<file path="config.mk">
export PLATFORM = sky130hd
export DESIGN_NAME = software_timer_table_top_flat
export DESIGN_NICKNAME = d
export VERILOG_FILES = /design/src/rtl/stt_pkg.sv /design/src/rtl/stt_if.sv /design/src/rtl/stt_ram.sv /design/src/rtl/stt_out.sv /design/src/rtl/stt_ctrl.sv /design/src/rtl/software_timer_table_top.sv /design/src/flat_wrapper.sv
export SDC_FILE = /design/constraint.sdc
export NUM_CORES = 1
export LEC_CHECK = 0
export ABC_AREA = 1
export BUFFER_PORTS_ARGS = -buffer_cell sky130_fd_sc_hd__buf_2
export CORE_ASPECT_RATIO = 1.2
export CORE_MARGIN = 2
export CORE_UTILIZATION = 35
export CTS_BUF_LIST = sky130_fd_sc_hd__clkbuf_8
export DETAILED_ROUTE_END_ITERATION = 6
export SYNTH_ARGS = -nofsm -noshare
export SYNTH_HDL_FRONTEND = slang
export SYNTH_SLANG_ARGS = --single-unit
</file>
<file path="constraint.sdc">
create_clock -name clk -period 8.66 [get_ports clk]
set_input_delay 0.433 -clock clk [delete_from_list [all_inputs] [get_ports clk]]
set_output_delay 0.433 -clock clk [all_outputs]
set_load 0.02 [all_outputs]
</file>
<file path="src/rtl/stt_pkg.sv">
// shared types, codes and constants of the software timer table
package stt_pkg;

	localparam int NUM_TIMERS_DEF = 16;
	localparam int MAX_RESULTS    = 16;

	// command codes
	localparam logic [2:0] CMD_ALLOC = 3'd0;
	localparam logic [2:0] CMD_FREE  = 3'd1;
	localparam logic [2:0] CMD_INIT  = 3'd2;
	localparam logic [2:0] CMD_SET   = 3'd3;
	localparam logic [2:0] CMD_TICK  = 3'd4;

	// result kinds
	localparam logic KIND_ALLOC  = 1'b0;
	localparam logic KIND_EXPIRE = 1'b1;

	typedef enum logic [1:0] {
		ST_FREE  = 2'd0,
		ST_ALLOC = 2'd1,
		ST_RUN   = 2'd2
	} status_t;

	// one table entry as held in the slot memory
	typedef struct packed {
		status_t     status;
		logic [31:0] deadline;
		logic [7:0]  payload;
		logic [3:0]  queue;
	} entry_t;

	typedef struct packed {
		logic       kind;
		logic [3:0] slot_out;
		logic       ok;
		logic [7:0] byte_out;
		logic [3:0] queue_out;
		logic       last;
	} result_t;

	// result handoff from the controller to the output stage
	typedef struct packed {
		logic    push;
		result_t res;
	} push_t;

endpackage

</file>
<file path="src/rtl/stt_if.sv">
// request and response channel interfaces of the software timer table
interface stt_in_if;
	logic        valid;
	logic        ready;
	logic [2:0]  cmd;
	logic [3:0]  slot;
	logic [31:0] delay;
	logic [7:0]  payload;
	logic [3:0]  dest_queue;

	modport source (output valid, cmd, slot, delay, payload, dest_queue, input ready);
	modport sink (input valid, cmd, slot, delay, payload, dest_queue, output ready);
endinterface

interface stt_out_if;
	logic       valid;
	logic       ready;
	logic       kind;
	logic [3:0] slot_out;
	logic       ok;
	logic [7:0] byte_out;
	logic [3:0] queue_out;
	logic       last;

	modport source (output valid, kind, slot_out, ok, byte_out, queue_out, last, input ready);
	modport sink (input valid, kind, slot_out, ok, byte_out, queue_out, last, output ready);
endinterface

</file>
<file path="src/rtl/stt_ram.sv">
// generic single write port ram with registered read
module stt_ram #(
	parameter int WIDTH = 8,
	parameter int DEPTH = 16
) (
	input  logic                                 clk,
	input  logic                                 we,
	input  logic [(DEPTH > 1 ? $clog2(DEPTH) : 1)-1:0] waddr,
	input  logic [WIDTH-1:0]                     wdata,
	input  logic [(DEPTH > 1 ? $clog2(DEPTH) : 1)-1:0] raddr,
	output logic [WIDTH-1:0]                     rdata
);

	logic [WIDTH-1:0] mem [DEPTH];

	// write port and registered read port
	always_ff @(posedge clk) begin
		if (we) begin
			mem[waddr] <= wdata;
		end
		rdata <= mem[raddr];
	end

endmodule

</file>
<file path="src/rtl/stt_out.sv">
// output register between the controller and the response channel
module stt_out import stt_pkg::*; (
	input  logic      clk,
	input  logic      arst_n,
	input  push_t     push,
	output logic      out_free,
	stt_out_if.source rsp
);

	logic    out_vld_q;
	result_t res_q;

	assign out_free = !out_vld_q || rsp.ready;

	// valid flag
	always_ff @(posedge clk or negedge arst_n) begin
		if (!arst_n) begin
			out_vld_q <= 1'b0;
		end else if (push.push) begin
			out_vld_q <= 1'b1;
		end else if (rsp.ready) begin
			out_vld_q <= 1'b0;
		end
	end

	// payload word
	always_ff @(posedge clk) begin
		if (push.push) begin
			res_q <= push.res;
		end
	end

	assign rsp.valid     = out_vld_q;
	assign rsp.kind      = res_q.kind;
	assign rsp.slot_out  = res_q.slot_out;
	assign rsp.ok        = res_q.ok;
	assign rsp.byte_out  = res_q.byte_out;
	assign rsp.queue_out = res_q.queue_out;
	assign rsp.last      = res_q.last;

endmodule

</file>
<file path="src/rtl/stt_ctrl.sv">
// command sequencer: read-modify-write of the slot memory and the slot scan
module stt_ctrl import stt_pkg::*; #(
	parameter int NUM_TIMERS = NUM_TIMERS_DEF
) (
	input  logic     clk,
	input  logic     arst_n,
	stt_in_if.sink   req,
	input  logic     out_free,
	output push_t    push,
	output logic     ram_we,
	output logic [(NUM_TIMERS > 1 ? $clog2(NUM_TIMERS) : 1)-1:0] ram_waddr,
	output entry_t   ram_wdata,
	output logic [(NUM_TIMERS > 1 ? $clog2(NUM_TIMERS) : 1)-1:0] ram_raddr,
	input  entry_t   ram_rdata
);

	localparam int IW   = NUM_TIMERS > 1 ? $clog2(NUM_TIMERS) : 1;
	localparam int CW   = $clog2(NUM_TIMERS + 1);
	localparam int CNTW = $clog2(MAX_RESULTS + 1);

	typedef enum logic [1:0] {
		S_IDLE,
		S_CMD,
		S_SCAN
	} state_t;

	state_t                state_q;
	logic [2:0]            cmd_q;
	logic [31:0]           delay_q;
	logic [7:0]            pay_q;
	logic [3:0]            dq_q;
	logic [31:0]           tc_q;
	logic [NUM_TIMERS-1:0] vld_q;
	logic [CW-1:0]         rd_cnt_q;
	logic                  proc_vld_s1;
	logic [IW-1:0]         proc_idx_s1;
	logic                  pend_vld_q;
	logic [IW-1:0]         pend_idx_q;
	logic [7:0]            pend_pay_q;
	logic [3:0]            pend_dq_q;
	logic [CNTW-1:0]       cnt_q;

	logic    accept;
	logic    in_range;
	logic    is_alloc;
	status_t cur_st;
	logic    hit;
	logic    need_push;
	logic    stall;
	logic    more;

	assign req.ready = (state_q == S_IDLE);
	assign accept    = req.valid && req.ready;
	assign in_range  = 32'(req.slot) < NUM_TIMERS;
	assign is_alloc  = (cmd_q == CMD_ALLOC);
	assign more      = rd_cnt_q < CW'(NUM_TIMERS);

	// effective status: an entry without a valid bit is free
	assign cur_st = vld_q[proc_idx_s1] ? ram_rdata.status : ST_FREE;

	// scan decision for the entry now at the memory output
	always_comb begin
		hit       = 1'b0;
		need_push = 1'b0;
		if (state_q == S_SCAN) begin
			if (proc_vld_s1) begin
				if (is_alloc) begin
					hit       = (cur_st == ST_FREE);
					need_push = hit;
				end else begin
					hit = (cur_st == ST_RUN) && (ram_rdata.deadline <= tc_q)
						&& (cnt_q < CNTW'(MAX_RESULTS));
					need_push = hit && pend_vld_q;
				end
			end else begin
				need_push = is_alloc || pend_vld_q;
			end
		end
	end

	assign stall = need_push && !out_free;

	// result word
	always_comb begin
		push.push = need_push && !stall;
		if (is_alloc) begin
			push.res.kind      = KIND_ALLOC;
			push.res.slot_out  = proc_vld_s1 ? 4'(proc_idx_s1) : 4'd0;
			push.res.ok        = proc_vld_s1;
			push.res.byte_out  = 8'd0;
			push.res.queue_out = 4'd0;
			push.res.last      = 1'b1;
		end else begin
			push.res.kind      = KIND_EXPIRE;
			push.res.slot_out  = 4'(pend_idx_q);
			push.res.ok        = 1'b1;
			push.res.byte_out  = pend_pay_q;
			push.res.queue_out = pend_dq_q;
			push.res.last      = !proc_vld_s1;
		end
	end

	// memory read address
	always_comb begin
		unique case (state_q)
			S_IDLE: begin
				ram_raddr = (req.cmd == CMD_ALLOC || req.cmd == CMD_TICK) ?
					IW'(0) : IW'(req.slot);
			end
			S_SCAN: ram_raddr = stall ? proc_idx_s1 : rd_cnt_q[IW-1:0];
			default: ram_raddr = proc_idx_s1;
		endcase
	end

	// memory write back
	always_comb begin
		ram_waddr = proc_idx_s1;
		ram_wdata = ram_rdata;
		ram_we    = 1'b0;
		if (state_q == S_CMD) begin
			ram_we = 1'b1;
			if (cmd_q == CMD_SET) begin
				ram_wdata.status   = ST_RUN;
				ram_wdata.deadline = delay_q + tc_q;
			end else begin
				ram_wdata.status  = cur_st;
				ram_wdata.payload = pay_q;
				ram_wdata.queue   = dq_q;
			end
		end else if (hit && !stall) begin
			ram_we           = 1'b1;
			ram_wdata.status = ST_ALLOC;
		end
	end

	// sequencer state and scan registers
	always_ff @(posedge clk or negedge arst_n) begin
		if (!arst_n) begin
			state_q     <= S_IDLE;
			cmd_q       <= CMD_ALLOC;
			tc_q        <= 32'd0;
			vld_q       <= '0;
			rd_cnt_q    <= '0;
			proc_vld_s1 <= 1'b0;
			proc_idx_s1 <= '0;
			pend_vld_q  <= 1'b0;
			cnt_q       <= '0;
		end else begin
			if (ram_we) begin
				vld_q[ram_waddr] <= 1'b1;
			end
			unique case (state_q)
				S_IDLE: begin
					if (accept) begin
						cmd_q <= req.cmd;
						if (req.cmd == CMD_ALLOC || req.cmd == CMD_TICK) begin
							state_q     <= S_SCAN;
							proc_vld_s1 <= 1'b1;
							proc_idx_s1 <= '0;
							rd_cnt_q    <= CW'(1);
							cnt_q       <= '0;
							pend_vld_q  <= 1'b0;
							if (req.cmd == CMD_TICK) begin
								tc_q <= tc_q + 32'd1;
							end
						end else if ((req.cmd == CMD_INIT || req.cmd == CMD_SET) && in_range) begin
							state_q     <= S_CMD;
							proc_idx_s1 <= IW'(req.slot);
						end else if (req.cmd == CMD_FREE && in_range) begin
							vld_q[IW'(req.slot)] <= 1'b0;
						end
					end
				end
				S_CMD: begin
					state_q <= S_IDLE;
				end
				S_SCAN: begin
					if (!stall) begin
						if (!proc_vld_s1 || (is_alloc && hit)) begin
							state_q     <= S_IDLE;
							proc_vld_s1 <= 1'b0;
							pend_vld_q  <= 1'b0;
						end else begin
							if (hit) begin
								pend_vld_q <= 1'b1;
								cnt_q      <= cnt_q + CNTW'(1);
							end
							proc_vld_s1 <= more;
							if (more) begin
								proc_idx_s1 <= rd_cnt_q[IW-1:0];
								rd_cnt_q    <= rd_cnt_q + CW'(1);
							end
						end
					end
				end
				default: state_q <= S_IDLE;
			endcase
		end
	end

	// command fields and pending expiry
	always_ff @(posedge clk) begin
		if (accept) begin
			delay_q <= req.delay;
			pay_q   <= req.payload;
			dq_q    <= req.dest_queue;
		end
		if (state_q == S_SCAN && !is_alloc && hit && !stall) begin
			pend_idx_q <= proc_idx_s1;
			pend_pay_q <= ram_rdata.payload;
			pend_dq_q  <= ram_rdata.queue;
		end
	end

`ifndef SYNTH
	// a held expiry exists only during a scan
	a_pend_in_scan: assert property (@(posedge clk) disable iff (!arst_n)
		pend_vld_q |-> state_q == S_SCAN)
		else $error("pending expiry outside a scan");

	// never overwrite a result the output stage still holds
	a_push_free: assert property (@(posedge clk) disable iff (!arst_n)
		push.push |-> out_free)
		else $error("result pushed into a full output stage");

	// expiry count per tick stays bounded
	a_cnt_max: assert property (@(posedge clk) disable iff (!arst_n)
		cnt_q <= CNTW'(MAX_RESULTS))
		else $error("too many expiries in one tick");

	// the final word of a command ends the scan
	a_last_ends: assert property (@(posedge clk) disable iff (!arst_n)
		(push.push && push.res.last) |=> state_q == S_IDLE)
		else $error("scan continues after final word");
`endif

endmodule

</file>
<file path="src/rtl/software_timer_table_top.sv">
// top level of the software timer table
// A table of NUM_TIMERS software timers driven by alloc, free, init, set time and
// tick commands on the req channel; alloc replies and timer expiries leave on the
// rsp channel, with last set on the final word a command sends. All slot state
// lives in one slot memory with a single read port, so an alloc or tick walks
// the slots one per cycle unless the response side holds a word untaken; init
// and set time read and write back one slot, and free clears its valid bit.
// The status of each slot is cleared at reset through per-slot valid bits, so
// no clearing pass is needed.
module software_timer_table_top import stt_pkg::*; #(
	parameter int NUM_TIMERS = NUM_TIMERS_DEF
) (
	input  logic      clk,
	input  logic      arst_n,
	stt_in_if.sink    req,
	stt_out_if.source rsp
);

	localparam int IW = NUM_TIMERS > 1 ? $clog2(NUM_TIMERS) : 1;

	push_t         push;
	logic          out_free;
	logic          ram_we;
	logic [IW-1:0] ram_waddr;
	logic [IW-1:0] ram_raddr;
	entry_t        ram_wdata;
	entry_t        ram_rdata;
	logic [$bits(entry_t)-1:0] rdata_raw;

	assign ram_rdata = entry_t'(rdata_raw);

	// slot memory
	stt_ram #(
		.WIDTH ($bits(entry_t)),
		.DEPTH (NUM_TIMERS)
	) u_ram (
		.clk   (clk),
		.we    (ram_we),
		.waddr (ram_waddr),
		.wdata (ram_wdata),
		.raddr (ram_raddr),
		.rdata (rdata_raw)
	);

	// command sequencer
	stt_ctrl #(
		.NUM_TIMERS (NUM_TIMERS)
	) u_ctrl (
		.clk       (clk),
		.arst_n    (arst_n),
		.req       (req),
		.out_free  (out_free),
		.push      (push),
		.ram_we    (ram_we),
		.ram_waddr (ram_waddr),
		.ram_wdata (ram_wdata),
		.ram_raddr (ram_raddr),
		.ram_rdata (ram_rdata)
	);

	// response register
	stt_out u_out (
		.clk      (clk),
		.arst_n   (arst_n),
		.push     (push),
		.out_free (out_free),
		.rsp      (rsp)
	);

endmodule
</file>
<file path="src/flat_wrapper.sv">
// flat-port wrapper written by rule: the top's interface ports become plain ports
module software_timer_table_top_flat import stt_pkg::*;
#(
	parameter int NUM_TIMERS = NUM_TIMERS_DEF
)
  (clk, arst_n, req_valid, req_cmd, req_slot, req_delay, req_payload, req_dest_queue, req_ready, rsp_valid, rsp_kind, rsp_slot_out, rsp_ok, rsp_byte_out, rsp_queue_out, rsp_last, rsp_ready);
  stt_in_if req_i ();
  stt_out_if rsp_i ();
  input  logic clk;
  input  logic arst_n;
  input wire logic [$bits(req_i.valid)-1:0] req_valid;
  input wire logic [$bits(req_i.cmd)-1:0] req_cmd;
  input wire logic [$bits(req_i.slot)-1:0] req_slot;
  input wire logic [$bits(req_i.delay)-1:0] req_delay;
  input wire logic [$bits(req_i.payload)-1:0] req_payload;
  input wire logic [$bits(req_i.dest_queue)-1:0] req_dest_queue;
  output wire logic [$bits(req_i.ready)-1:0] req_ready;
  output wire logic [$bits(rsp_i.valid)-1:0] rsp_valid;
  output wire logic [$bits(rsp_i.kind)-1:0] rsp_kind;
  output wire logic [$bits(rsp_i.slot_out)-1:0] rsp_slot_out;
  output wire logic [$bits(rsp_i.ok)-1:0] rsp_ok;
  output wire logic [$bits(rsp_i.byte_out)-1:0] rsp_byte_out;
  output wire logic [$bits(rsp_i.queue_out)-1:0] rsp_queue_out;
  output wire logic [$bits(rsp_i.last)-1:0] rsp_last;
  input wire logic [$bits(rsp_i.ready)-1:0] rsp_ready;
  assign req_i.valid = req_valid;
  assign req_i.cmd = req_cmd;
  assign req_i.slot = req_slot;
  assign req_i.delay = req_delay;
  assign req_i.payload = req_payload;
  assign req_i.dest_queue = req_dest_queue;
  assign req_ready = req_i.ready;
  assign rsp_valid = rsp_i.valid;
  assign rsp_kind = rsp_i.kind;
  assign rsp_slot_out = rsp_i.slot_out;
  assign rsp_ok = rsp_i.ok;
  assign rsp_byte_out = rsp_i.byte_out;
  assign rsp_queue_out = rsp_i.queue_out;
  assign rsp_last = rsp_i.last;
  assign rsp_i.ready = rsp_ready;
  software_timer_table_top #(.NUM_TIMERS(NUM_TIMERS)) u_core (.clk(clk), .arst_n(arst_n), .req(req_i), .rsp(rsp_i));
endmodule
</file>
[After elaboration in Yosys (flattened, before gate mapping)]
Memories as Yosys holds them, arrays and structs flattened. A register that Yosys moved wholly into a read port is not among the register bits.
Index checks and enable logic that the tools add are counted.
Word-level totals
  bits in registers: 149
  latch bits: 0
  memory bits (writable): 736
  memory bits (read-only): 0
  output and inout bits: 21
  memories kept: 1
Memory list
  u_core.u_ram.mem: words 16, bits a word 46, rd ports 1, clocked after Yosys merged registers in 1, write ports 1, RTL line stt_ram.sv:14  | logic [WIDTH-1:0] mem [DEPTH];
Cells by class
  $add $sub $neg: 4
  $mul: 0
  div/mod/pow operators: 0
  order comparisons: 7
  eq/ne operators: 17
  shift operators: 0
  mux-type cells: 72
  bitwise operators: 3
  reductions and logical operators: 37
Operator list (number)
  16-bit two-way mux: 6
  5-bit two-way mux: 10
  44-bit two-way mux: 1
  4-bit two-way mux: 9
  32-bit by 1-bit adder with 32-bit output (second input constant): 1
  32-bit adder: 1
  32-bit less-or-equal comparator: 1
  32-bit two-way mux: 1
  1-bit two-way mux: 24
  5-bit case mux with 2 select lines: 2
  19-bit two-way mux: 1
  2-bit two-way mux: 9
  6-bit AND reduction: 3
  16-bit AND: 1
  16-bit inverter: 1
  16-bit bitwise OR: 1
  4-bit case mux with 2 select lines: 2
  1-bit logical AND: 13
  12-bit two-way mux: 1
  4-bit AND reduction: 3
  5-bit by 1-bit adder with 5-bit output (second input constant): 2
  4-bit by 5-bit less-than comparator with 1-bit output (second input constant): 2
  5-bit less-than comparator (second input constant): 2
  2-bit inequality test (second input constant): 5
  other kinds (20): 38

[Depth between registers and ports, before layout]
Gate-level depths: netlist of the first run.
  depth after elaboration: 22
  mapped depth: 28

[Hierarchy]
Synthesis of the first run repeated with hierarchy kept, for this count alone.
Unflattened totals
  cell total of the unflattened synthesis: 4191
  area, all modules: 42149.2 µm²
By module, submodules not included
  stt_ram: instances 1, cells an instance 3034, area each 32571.2 µm²
  stt_ctrl: instances 1, cells an instance 1133, area each 8962.3 µm²
  stt_out: instances 1, cells an instance 24, area each 615.6 µm²

[Worst setup path after synthesis of the first run]
OpenSTA, ideal clock, no wires.
  path type: reg-to-reg
  start point: reg u_core.u_ctrl.tc_q[2]
  end point: mem u_core.u_ram.mem[0][0] (netlist name), enable pin
  setup time: 0.451 ns
  arrival: 4.008 ns
  required time: 8.209 ns
  path slack: 4.201 ns
  stages on the path, launching flop included: 23
  path buffers: 0
  clock period less this slack: 4.459 ns
  path through: dfrtp_1 -> inv_1 -> ha_1 -> nand2_1 -> inv_1 -> nand2_1 -> nand2_1 -> nand2_1 -> nand2_1 -> nand2_1 -> nand2_1 -> nand2_1 -> nand2_1 -> nand2_1 -> nand3_2 -> nand3_2 -> nand3_4 -> nand2_1 -> inv_1 -> nor2_1 -> nor3_1 -> inv_1 -> nor2_1
Between the ends
  word-level cells in the longest chain between the ends: 14
  elaborated cells on any way between the ends: 17
RTL lines
  start, declared: RTL line stt_ctrl.sv:32  | logic [31:0] tc_q;
  start signal, assigned: RTL line stt_ctrl.sv:164  | tc_q <= tc_q + 32'd1;
  32-bit less-or-equal comparator (*): RTL line stt_ctrl.sv:71  | hit = (cur_st == ST_RUN) && (ram_rdata.deadline <= tc_q)
  1-bit logical AND (*): RTL line stt_ctrl.sv:71
  1-bit logical AND (*): RTL line stt_ctrl.sv:72  | && (cnt_q < CNTW'(MAX_RESULTS));
  1-bit logical AND: RTL line stt_ctrl.sv:73  | need_push = hit && pend_vld_q;
  1-bit two-way mux: RTL line stt_ctrl.sv:67  | if (is_alloc) begin
  1-bit two-way mux: RTL line stt_ctrl.sv:66  | if (proc_vld_s1) begin
  1-bit two-way mux: RTL line stt_ctrl.sv:65  | if (state_q == S_SCAN) begin
  1-bit logical AND: RTL line stt_ctrl.sv:81  | assign stall = need_push && !out_free;
  1-bit logical NOT: RTL line stt_ctrl.sv:130  | end else if (hit && !stall) begin
  1-bit logical AND (*): RTL line stt_ctrl.sv:130
  1-bit two-way mux (*): RTL line stt_ctrl.sv:130
  1-bit two-way mux (*): RTL line stt_ctrl.sv:120  | if (state_q == S_CMD) begin
  1-bit two-way mux (*): RTL line stt_ram.sv:18  | if (we) begin
  1-bit two-way mux (implied by the code) (*): RTL line stt_ram.sv:19  | mem[waddr] <= wdata;
  end, declared: RTL line stt_ram.sv:14
Every way passes the cells marked *; elsewhere a longest branch is shown, timed or not.

[Worst setup path in the final report of the first run]
  start point: reg u_core.u_ctrl.tc_q[5]
  end point: reg u_core.u_ram.rdata[20], read port of u_core.u_ram.mem
Between the ends
  word-level cells in the longest chain between the ends: 10
RTL lines
  32-bit less-or-equal comparator: RTL line stt_ctrl.sv:71
  1-bit logical AND: RTL line stt_ctrl.sv:71
  1-bit logical AND: RTL line stt_ctrl.sv:72
  1-bit logical AND: RTL line stt_ctrl.sv:73
  1-bit two-way mux: RTL line stt_ctrl.sv:67
  1-bit two-way mux: RTL line stt_ctrl.sv:66
  1-bit two-way mux: RTL line stt_ctrl.sv:65
  1-bit logical AND: RTL line stt_ctrl.sv:81
  4-bit two-way mux: RTL line stt_ctrl.sv:110  | S_SCAN: ram_raddr = stall ? proc_idx_s1 : rd_cnt_q[IW-1:0];
  4-bit case mux with 2 select lines: RTL line stt_ctrl.sv:105  | unique case (state_q)
  end, declared: RTL line stt_ram.sv:11  | output logic [WIDTH-1:0] rdata
Every way passes these cells.
A chain may end at the register's enable or synchronous reset.

==> reports/metrics.csv, run 1 <==
stage,metric,value,unit
run_status,status,"finished, final reports clean",
detailed_routing,Pre-Repair DR Iteration Count,6,
pwr,sequential power share,39.2,%
floorplan,I/O pin total,76,
critical_path,R2R Setup Slk,3.39,ns
placement,Area after DPL,41800,sq um
critical_path,critical path class,flop to flop,
synth,ys flop type,edfxtp_1,
sta,Final Hold Violating Endpoints,0,
synth,Mapped Cells,3553,
synth,Synth top area share,61.2,%
cells_and_area,area grow syn2layout,13.3,%
pwr,P_sw,0.00654,W
synth,Ys Warns,0,
sta,Clock Skew,0.0473,ns
floorplan,chip width,312,um
sta,Final WS setup,3.39,ns
grt,first-pass GRT wire length,167000,um
synth,synthesized area,40000,sq um
pwr,Leakage Power,17.5,nW
pwr,Pwr Total,0.0161,W
pwr,Clock power frac,22.7,%
pwr,combinational share of power,38.1,%
synth,sequential fraction of the synthesis area,67.9,%
grt,pin count of the biggest net entering global routing,207,
synth,ranking of synthesized cells by area,"edfxtp_1 61%, nand3_1 12%, nand2_1 7.6%",
placement,dpl ws,3.45,ns
synth,Synth Register Bits,931,
synth,syn nets,3675,
clocking,Sink Count,931,
detailed_routing,Routed WL,111000,um
critical_path,Setup crit end,u_core.u_ram.rdata[20]$_DFF_P_,
grt,initial antenna violation count,2,
sta,Achievable Freq,190,MHz
floorplan,core area,113000,sq um
grt,vias in the first global route,27300,
synth,Synth async-reset ratio,7.52,%
sta,Worst slew margin,21.2,%
pwr,internal power,0.00956,W
clocking,CTS max path bufs,3,
clocking,insertion delay to the later sink of the worst-skew pair,0.85,ns
floorplan,chip height,374,um
sta,Final Cycle Share,60.8,%
sta,fin crit period,5.27,ns
sta,Least-Margin Pin Slew,1.17,ns
critical_path,crit end category,flop,
sta,hold_ws,0.296,ns
detailed_routing,# DRC,0,
placement,port bufs,75,
synth,syn avg cell area,11.2,sq um
detailed_routing,WL per Instance,20.8,um
synth,dominant cell by count in the synthesized netlist,nand3_1,
detailed_routing,Routed Antenna Nets,0,
sta,setup TNS,0,ns
cells_and_area,Post-Layout Inst Area,45300,sq um
critical_path,r2r endpoint,u_core.u_ram.rdata[20]$_DFF_P_,
critical_path,Reg2Reg Launch Point,u_core.u_ctrl.tc_q[5]$_DFFE_PN0P_,
synth,Commonest cells post-synth,"960 x nand3_1, 815 x edfxtp_1, 805 x nand2_1",
worst_hold_path,Hold Crit Class,primary input to flop,
clocking,H-tree depth,4,
synth,biggest area consumer among synthesized cells,edfxtp_1,
detailed_routing,DR iter-0 viols,2664,
synth,"Distinct cells, synth",48,
synth,number of synthesized flops with an enable pin,815,
pwr,Power Density,356,nW/um^2
detailed_routing,vias per inst,5.23,
clocking,CTS root buf,clkbuf_8,
critical_path,CP arrival,5.98,ns
sta,RSZ-0062 raised after global routing,false,
clocking,CTS Buf Count,148,
sta,setup violators final,0,
critical_path,path depth of the worst reg2reg path,20,
detailed_routing,via count,27800,
grt,GR Overflow Total,0,
critical_path,CP Launch Type,flop,
cells_and_area,nets,3805,
floorplan,Total Die Area,117000,sq um
placement,placed wire-length estimate,58300,um
critical_path,CP Launch Point,u_core.u_ctrl.tc_q[5]$_DFFE_PN0P_,
floorplan,initial core utilization,35.4,%
grt,Total GRT Usage,18.7,%
pwr,Max VDD drop,321,uV
critical_path,worst-path fanout max,80,
run,Max Cap Violations,0,
clocking,clock slew at the register clock pins of the worst setup and hold paths,0.06,ns
pwr,switching part of the total,40.6,%
floorplan,Std-Cell Rows,135,
sta,max-slew violation count,0,
placement,GPL Wtd Cong,0.894,
cells_and_area,layout cell share with drive strength beyond 1,9.89,%
clocking,CTS tree,built,
critical_path,worst endpoint required time,9.37,ns
-- cells in the final DEF (no fill, tap or decap), drive strengths merged, types with 2 or more instances in the layout --
| master | n |
|---|---|
| a21boi | 2 |
| a21o | 5 |
| a21oi | 81 |
| a221oi | 3 |
| a22oi | 2 |
| a31oi | 6 |
| buf | 124 |
| bufinv | 4 |
| clkbuf | 164 |
| clkinv | 33 |
| dfrtp | 70 |
| dfxtp | 46 |
| diode | 2 |
| dlygate4sd3 | 56 |
| edfxtp | 815 |
| ha | 66 |
| inv | 222 |
| mux2 | 12 |
| mux2i | 12 |
| nand2 | 809 |
| nand3 | 965 |
| nand3b | 2 |
| nand4 | 18 |
| nor2 | 130 |
| nor3 | 18 |
| nor3b | 2 |
| nor4 | 10 |
| o21a | 6 |
| o21ai | 54 |
| o21bai | 3 |
| or2 | 4 |
| xnor2 | 11 |
| xor2 | 39 |
-- layer usage --
| metal | global-route usage, % | vias to the layer above | part of all wire [%] | wire, um |
|---|---|---|---|---|
| met4 | 7.07 | 0 | 2.8 | 3140 |
| li1 | - | 12900 | - | - |
| met3 | 3.13 | 189 | 6.1 | 6690 |
| met1 | 23.6 | 13700 | 41 | 45300 |
| met2 | 31.9 | 972 | 50 | 55500 |
| met5 | 0 | - | 0 | 0 |
-- worst min-delay path by stage --
stage / cells after the start / from / end
final: 2 / req_dest_queue[0] / u_core.u_ctrl.dq_q[0]$_DFFE_PP_
after global routing: 2 / req_dest_queue[1] / u_core.u_ctrl.dq_q[1]$_DFFE_PP_
after CTS: 2 / req_dest_queue[2] / u_core.u_ctrl.dq_q[2]$_DFFE_PP_
after detailed placement: 0 / u_core.u_ram.rdata[0]$_DFF_P_ / u_core.u_ctrl.pend_dq_q[0]$_DFFE_PP_
after global placement: 0 / u_core.u_ram.rdata[6]$_DFF_P_ / u_core.u_ctrl.pend_pay_q[2]$_DFFE_PP_
after floorplan: 0 / arst_n / u_core.u_ctrl.cmd_q[0]$_DFFE_PN0P_
-- state kept, by name, indices dropped and copies added, names as in the netlist, 5 cells and up --
signal and cells:
u_core.u_ram.rdata 46, u_core.u_ctrl.pay_q 8, u_core.u_ctrl.rd_cnt_q 5, u_core.u_ctrl.tc_q 32
u_core.u_out.rsp.byte_out 8, u_core.u_ram.mem 736, u_core.u_ctrl.delay_q 32, u_core.u_ctrl.vld_q 16
u_core.u_ctrl.pend_pay_q 8, u_core.u_ctrl.cnt_q 5
-- worst max-delay path, cell delays in order, from the launching register on --
cell and delay [ns]:
dfrtp_1 0.47, inv_1 0.10, ha_1 0.31, nand2_1 0.05, nor2_1 0.15, nand4_1 0.19, nor2_1 0.32, nand2_1 0.08
nand2_1 0.28, nand3_2 0.13, nand3_2 0.15, nand4_1 0.09, nand3_1 0.16, nand2_4 0.51, inv_6 0.63, buf_4 0.85
nand3_1 0.19, nand3_1 0.14, nand2_1 0.06, nand2_1 0.05, nand2_1 0.07
-- power by group through the flow --
stage               logic (W)  clock network (W)  registers, W
floorplan             0.00438                  0       0.00627
global placement      0.00602                  0       0.00640
detailed placement    0.00609                  0       0.00640
CTS                   0.00614            0.00374       0.00631
global route          0.00685            0.00392       0.00634
finish                0.00613            0.00366       0.00631
-- per-stage QoR --
step | utilization [%] | cells
finish | 40.1 | 5310
global route | 40.1 | 5310
CTS | 40.1 | 5308
detailed placement | 37.0 | 4984
global placement | 37.0 | 4984
floorplan | - | 3553
-- area by class of cell --
type | instances | area [sq um]
Antenna cell | 2 | 5.00
Clock buffer | 164 | 2260
Clock inverter | 104 | 632
Fill cell | 10700 | 67700
Inverter | 156 | 596
Multi-Input combinational cell | 2266 | 11400
Sequential cell | 931 | 27100
Tap cell | 1507 | 1890
Timing Repair Buffer | 180 | 1340
-- logic make-up after synthesis --
group	after synthesis	share of synthesized area (%)
AO/OA/AOI/OAI	167	2.30
AND/OR/NAND/NOR	1958	22.0
adder cells (fa/ha/maj)	67	2.12
buffers and inverters	356	3.90
multiplexers	24	0.639
XOR/XNOR	50	1.10
flip-flops	931	67.9
-- repair_timing --
action / 4_1_cts / 5_1_grt
setup endpoints to repair: 0 / 0
hold buffers: 56 / 0
resized for setup: 0 / 0
buffers inserted: 0 / 0
hold endpoints to repair: 134 / 0
Note: power is estimated with default switching activity, not from simulation.
==> inputs of run 2 (changes only) <==
--- a/config.mk
+++ b/config.mk
@@ -5,7 +5,7 @@
 export SDC_FILE = /design/constraint.sdc
 export NUM_CORES = 1
 export LEC_CHECK = 0
-export ABC_AREA = 1
+export ABC_AREA = 0
 export BUFFER_PORTS_ARGS = -buffer_cell sky130_fd_sc_hd__buf_2
 export CORE_ASPECT_RATIO = 1.2
 export CORE_MARGIN = 2
==> constraint.sdc (replaced) <==
create_clock -name clk -period 5.1 [get_ports clk]
set_input_delay 0.255 -clock clk [delete_from_list [all_inputs] [get_ports clk]]
set_output_delay 0.255 -clock clk [all_outputs]
set_load 0.02 [all_outputs]
==> run 2 against run 1 <==
Effect of this change:
- register-to-register slack got worse by 3.0 ns
- flip-flop and latch count did not move
- via count fell by 18%
- synthesized cell count fell by 27%
- hold slack got worse by 0.14 ns
- critical endpoint is now u_core.u_ram.mem[11][41]$_DFFE_PP_
==> reports/metrics.csv, run 2 <==
stage,metric,value,unit,change
cells_and_area,nets,3005,,-21%
sta,setup TNS,0,ns,unchanged
detailed_routing,met3 WL,5080,um,-24%
critical_path,R2R Setup Slk,0.36,ns,-3.03 ns
critical_path,"CP delay by family, top",compound AO/OA/AOI/OAI gates,,
synth,dominant cell by count in the synthesized netlist,edfxtp_1,,
cells_and_area,max FFs per register,736,,unchanged
worst_hold_path,worst hold start,req_delay[2],,
sta,Achievable Freq,211,MHz,+11%
detailed_routing,Routed WL,98000,um,-11%
synth,ys flop type,edfxtp_1,,
placement,Post-Place Cells,4076,,-18%
clocking,CTS root buf,clkbuf_8,,
critical_path,crit end category,flop,,
placement,GPL Wtd Cong,0.797,,-11%
detailed_routing,WL per Instance,22.2,um,+6.6%
critical_path,Critical-path top delay cell,a21oi_1,,
pwr,Max VDD drop,402,uV,+25%
pwr,Leakage Power,16.3,nW,-7.0%
sta,fin crit period,4.74,ns,-0.532 ns
grt,pin count of the biggest net entering global routing,76,,-63%
grt,first-pass GRT wire length,145000,um,-13%
placement,placed wire-length estimate,55800,um,-4.2%
detailed_routing,DR iter-0 viols,1775,,-33%
synth,"Distinct cells, synth",76,,+58%
clocking,Sink Count,931,,unchanged
clocking,CTS max path bufs,3,,unchanged
critical_path,r2r endpoint,u_core.u_ram.mem[11][41]$_DFFE_PP_,,
synth,number of synthesized flops with an enable pin,815,,unchanged
sta,max-slew violation count,0,,unchanged
sta,hold_ws,0.158,ns,-0.138 ns
synth,sequential fraction of the synthesis area,71.0,%,+3.0 points
detailed_routing,met2 routed WL,49300,um,-11%
synth,ranking of synthesized cells by area,"edfxtp_1 64%, mux2i_1 5.1%, dfrtp_1 4.6%",,
critical_path,Reg2Reg Launch Point,u_core.u_ctrl.tc_q[1]$_DFFE_PN0P_,,
cells_and_area,area grow syn2layout,17.1,%,
synth,syn nets,2713,,-26%
synth,biggest area consumer among synthesized cells,edfxtp_1,,
floorplan,core area,108000,sq um,-4.3%
clocking,CTS tree,built,,
clocking,insertion delay to the later sink of the worst-skew pair,0.81,ns,-0.04 ns
cells_and_area,layout cell share with drive strength beyond 1,17.2,%,+7.3 points
synth,Synth async-reset ratio,7.52,%,unchanged
cells_and_area,Layout Cells excl Fill,4414,,-17%
critical_path,cells along the critical path,ha_1 -> a21o_1 -> a21o_1 -> a2111o_1 -> a221o_1 -> a21o_1 -> a31oi_1 -> buf_4 -> a21oi_1 -> or3_1 -> a21oi_1 -> o21ai_0 -> a21oi_1,,
synth,synthesized area,38300,sq um,-4.3%
critical_path,CP Launch Type,flop,,
detailed_routing,met1 wire length,41400,um,-8.6%
floorplan,chip width,306,um,-2.1%
floorplan,Std-Cell Rows,132,,-2.2%
sta,Clock Skew,0.0400,ns,-0.00730 ns
sta,Worst slew margin,23.7,%,+2.5 points
floorplan,Total Die Area,112000,sq um,-4.2%
sta,Final Cycle Share,92.9,%,+32 points
synth,Synth top area share,64.0,%,+2.7 points
sta,RSZ-0062 raised after global routing,false,,
synth,Mapped Cells,2591,,-27%
grt,GR Overflow Total,0,,unchanged
pwr,Power Density,534,nW/um^2,+50%
clocking,H-tree depth,4,,unchanged
cells_and_area,Final Util,41.4,%,+1.3 points
sta,Least-Margin Pin Slew,1.14,ns,-0.0319 ns
sta,setup violators final,0,,unchanged
cells_and_area,Top Registers,"u_core.u_ram.mem (736), u_core.u_ram.rdata (46)",,
synth,Commonest cells post-synth,"815 x edfxtp_1, 348 x nand2_1, 195 x mux2i_1",,
critical_path,CP arrival,5.17,ns,-0.81 ns
critical_path,"Largest stage delay, worst path",0.87,ns,+0.02 ns
grt,initial antenna violation count,3,,+1
detailed_routing,via count,22800,,-18%
cells_and_area,"most common cell after layout, fill and taps aside",edfxtp_1,,
floorplan,I/O pin total,76,,unchanged
sta,Final Hold Violating Endpoints,0,,unchanged
run,Max Cap Violations,0,,unchanged
floorplan,chip height,366,um,-2.1%
critical_path,worst-path fanout max,16,,-80%
worst_hold_path,Hold Crit Class,primary input to flop,,
detailed_routing,Highest Signal Layer,met4,,
grt,Total GRT Usage,17.3,%,-1.3 points
critical_path,worst endpoint required time,5.53,ns,-3.84 ns
critical_path,critical path class,flop to flop,,
cells_and_area,Reg with most FFs,u_core.u_ram.mem,,
grt,vias in the first global route,23300,,-15%
synth,Ys Warns,0,,unchanged
run_status,status,"finished, final reports clean",,
critical_path,Bufs and invs on worst path,1,,-2
detailed_routing,Pre-Repair DR Iteration Count,7,,+1
critical_path,path depth of the worst reg2reg path,13,,-35%
worst_hold_path,Cells on Worst Hold Path,2,,unchanged
worst_hold_path,hold path endpoint,u_core.u_ctrl.delay_q[2]$_DFFE_PP_,,
synth,syn avg cell area,14.8,sq um,+31%
detailed_routing,# DRC,0,,unchanged
cells_and_area,"commonest non-fill, non-tap cells in the layout","815 x edfxtp_1, 347 x nand2_1, 193 x mux2i_1, 162 x clkbuf_8, 118 x inv_1",,
detailed_routing,vias per inst,5.16,,-1.3%
synth,Synth Register Bits,931,,unchanged
pwr,Pwr Total,0.0239,W,+49%
clocking,CTS Buf Count,152,,+2.7%
detailed_routing,Routed Antenna Nets,0,,unchanged
clocking,clock slew at the register clock pins of the worst setup and hold paths,0.05,ns,about the same
floorplan,initial core utilization,35.4,%,about the same
placement,port bufs,75,,unchanged
run 2: worst max path at each step:
stage	startpoint	slack, ns	to	depth (start not counted)
after floorplan	u_core.u_ctrl.tc_q[26]$_DFFE_PN0P_	-1.13	u_core.u_ctrl.vld_q[0]$_DFF_PN0_	14
after global routing	u_core.u_ctrl.delay_q[1]$_DFFE_PP_	0.12	u_core.u_ram.mem[14][41]$_DFFE_PP_	13
after CTS	u_core.u_ctrl.tc_q[30]$_DFFE_PN0P_	0.20	u_core.u_ram.rdata[30]$_DFF_P_	15
final	u_core.u_ctrl.tc_q[1]$_DFFE_PN0P_	0.36	u_core.u_ram.mem[11][41]$_DFFE_PP_	13
after detailed placement	u_core.u_ctrl.tc_q[30]$_DFFE_PN0P_	0.20	u_core.u_ram.rdata[30]$_DFF_P_	15
after global placement	u_core.u_ctrl.tc_q[30]$_DFFE_PN0P_	0.19	u_core.u_ram.rdata[30]$_DFF_P_	15
run 2: per-stage QoR:
step,setup slack (ns),cell area [sq um]
6_report,0.363,44800
5_1_grt,0.123,44800
4_1_cts,0.199,44800
2_1_floorplan,-1.13,38300
3_5_place_dp,0.197,41300
3_3_place_gp,0.188,41300
run 2: report_power, final:
part | switching (W) | leakage [nW] | internal (W)
logic | 0.00473 | 5.92 | 0.00276
registers | 0.000436 | 8.64 | 0.00995
clock network | 0.00291 | 1.71 | 0.00314
total | 0.00808 | 16.3 | 0.0158
run 2: layout make-up:
| cell class | count | area [sq um] |
|---|---|---|
| Clock inverter | 113 | 591 |
| Inverter | 47 | 176 |
| Fill cell | 9739 | 63400 |
| Tap cell | 1407 | 1760 |
| Antenna cell | 3 | 7.51 |
| Timing Repair Buffer | 259 | 2470 |
| Sequential cell | 931 | 27100 |
| Clock buffer | 162 | 2230 |
| Multi-Input combinational cell | 1492 | 10400 |
run 2: cells by family after synthesis:
| logic type | synth area share, % |
|---|---|
| compound gates | 10.0 |
| xor+xnor | 1.42 |
| mux | 5.54 |
| simple gates | 7.50 |
| flops | 71.0 |
| buf+inv | 2.36 |
| fa+ha+maj | 2.21 |
run 2: routing by layer:
metal / vias to the layer above / GRT usage (%)
li1: 10500 / -
met1: 11500 / 21.6
met2: 639 / 30.0
met3: 163 / 3.40
met4: 0 / 5.94
met5: - / 0
run 2: what timing repair did:
item	in CTS	in global routing
buffers inserted	0	0
hold buffers	60	0
endpoints found under the setup margin	0	3
endpoints found under the hold margin	138	0
gates resized for setup	0	1
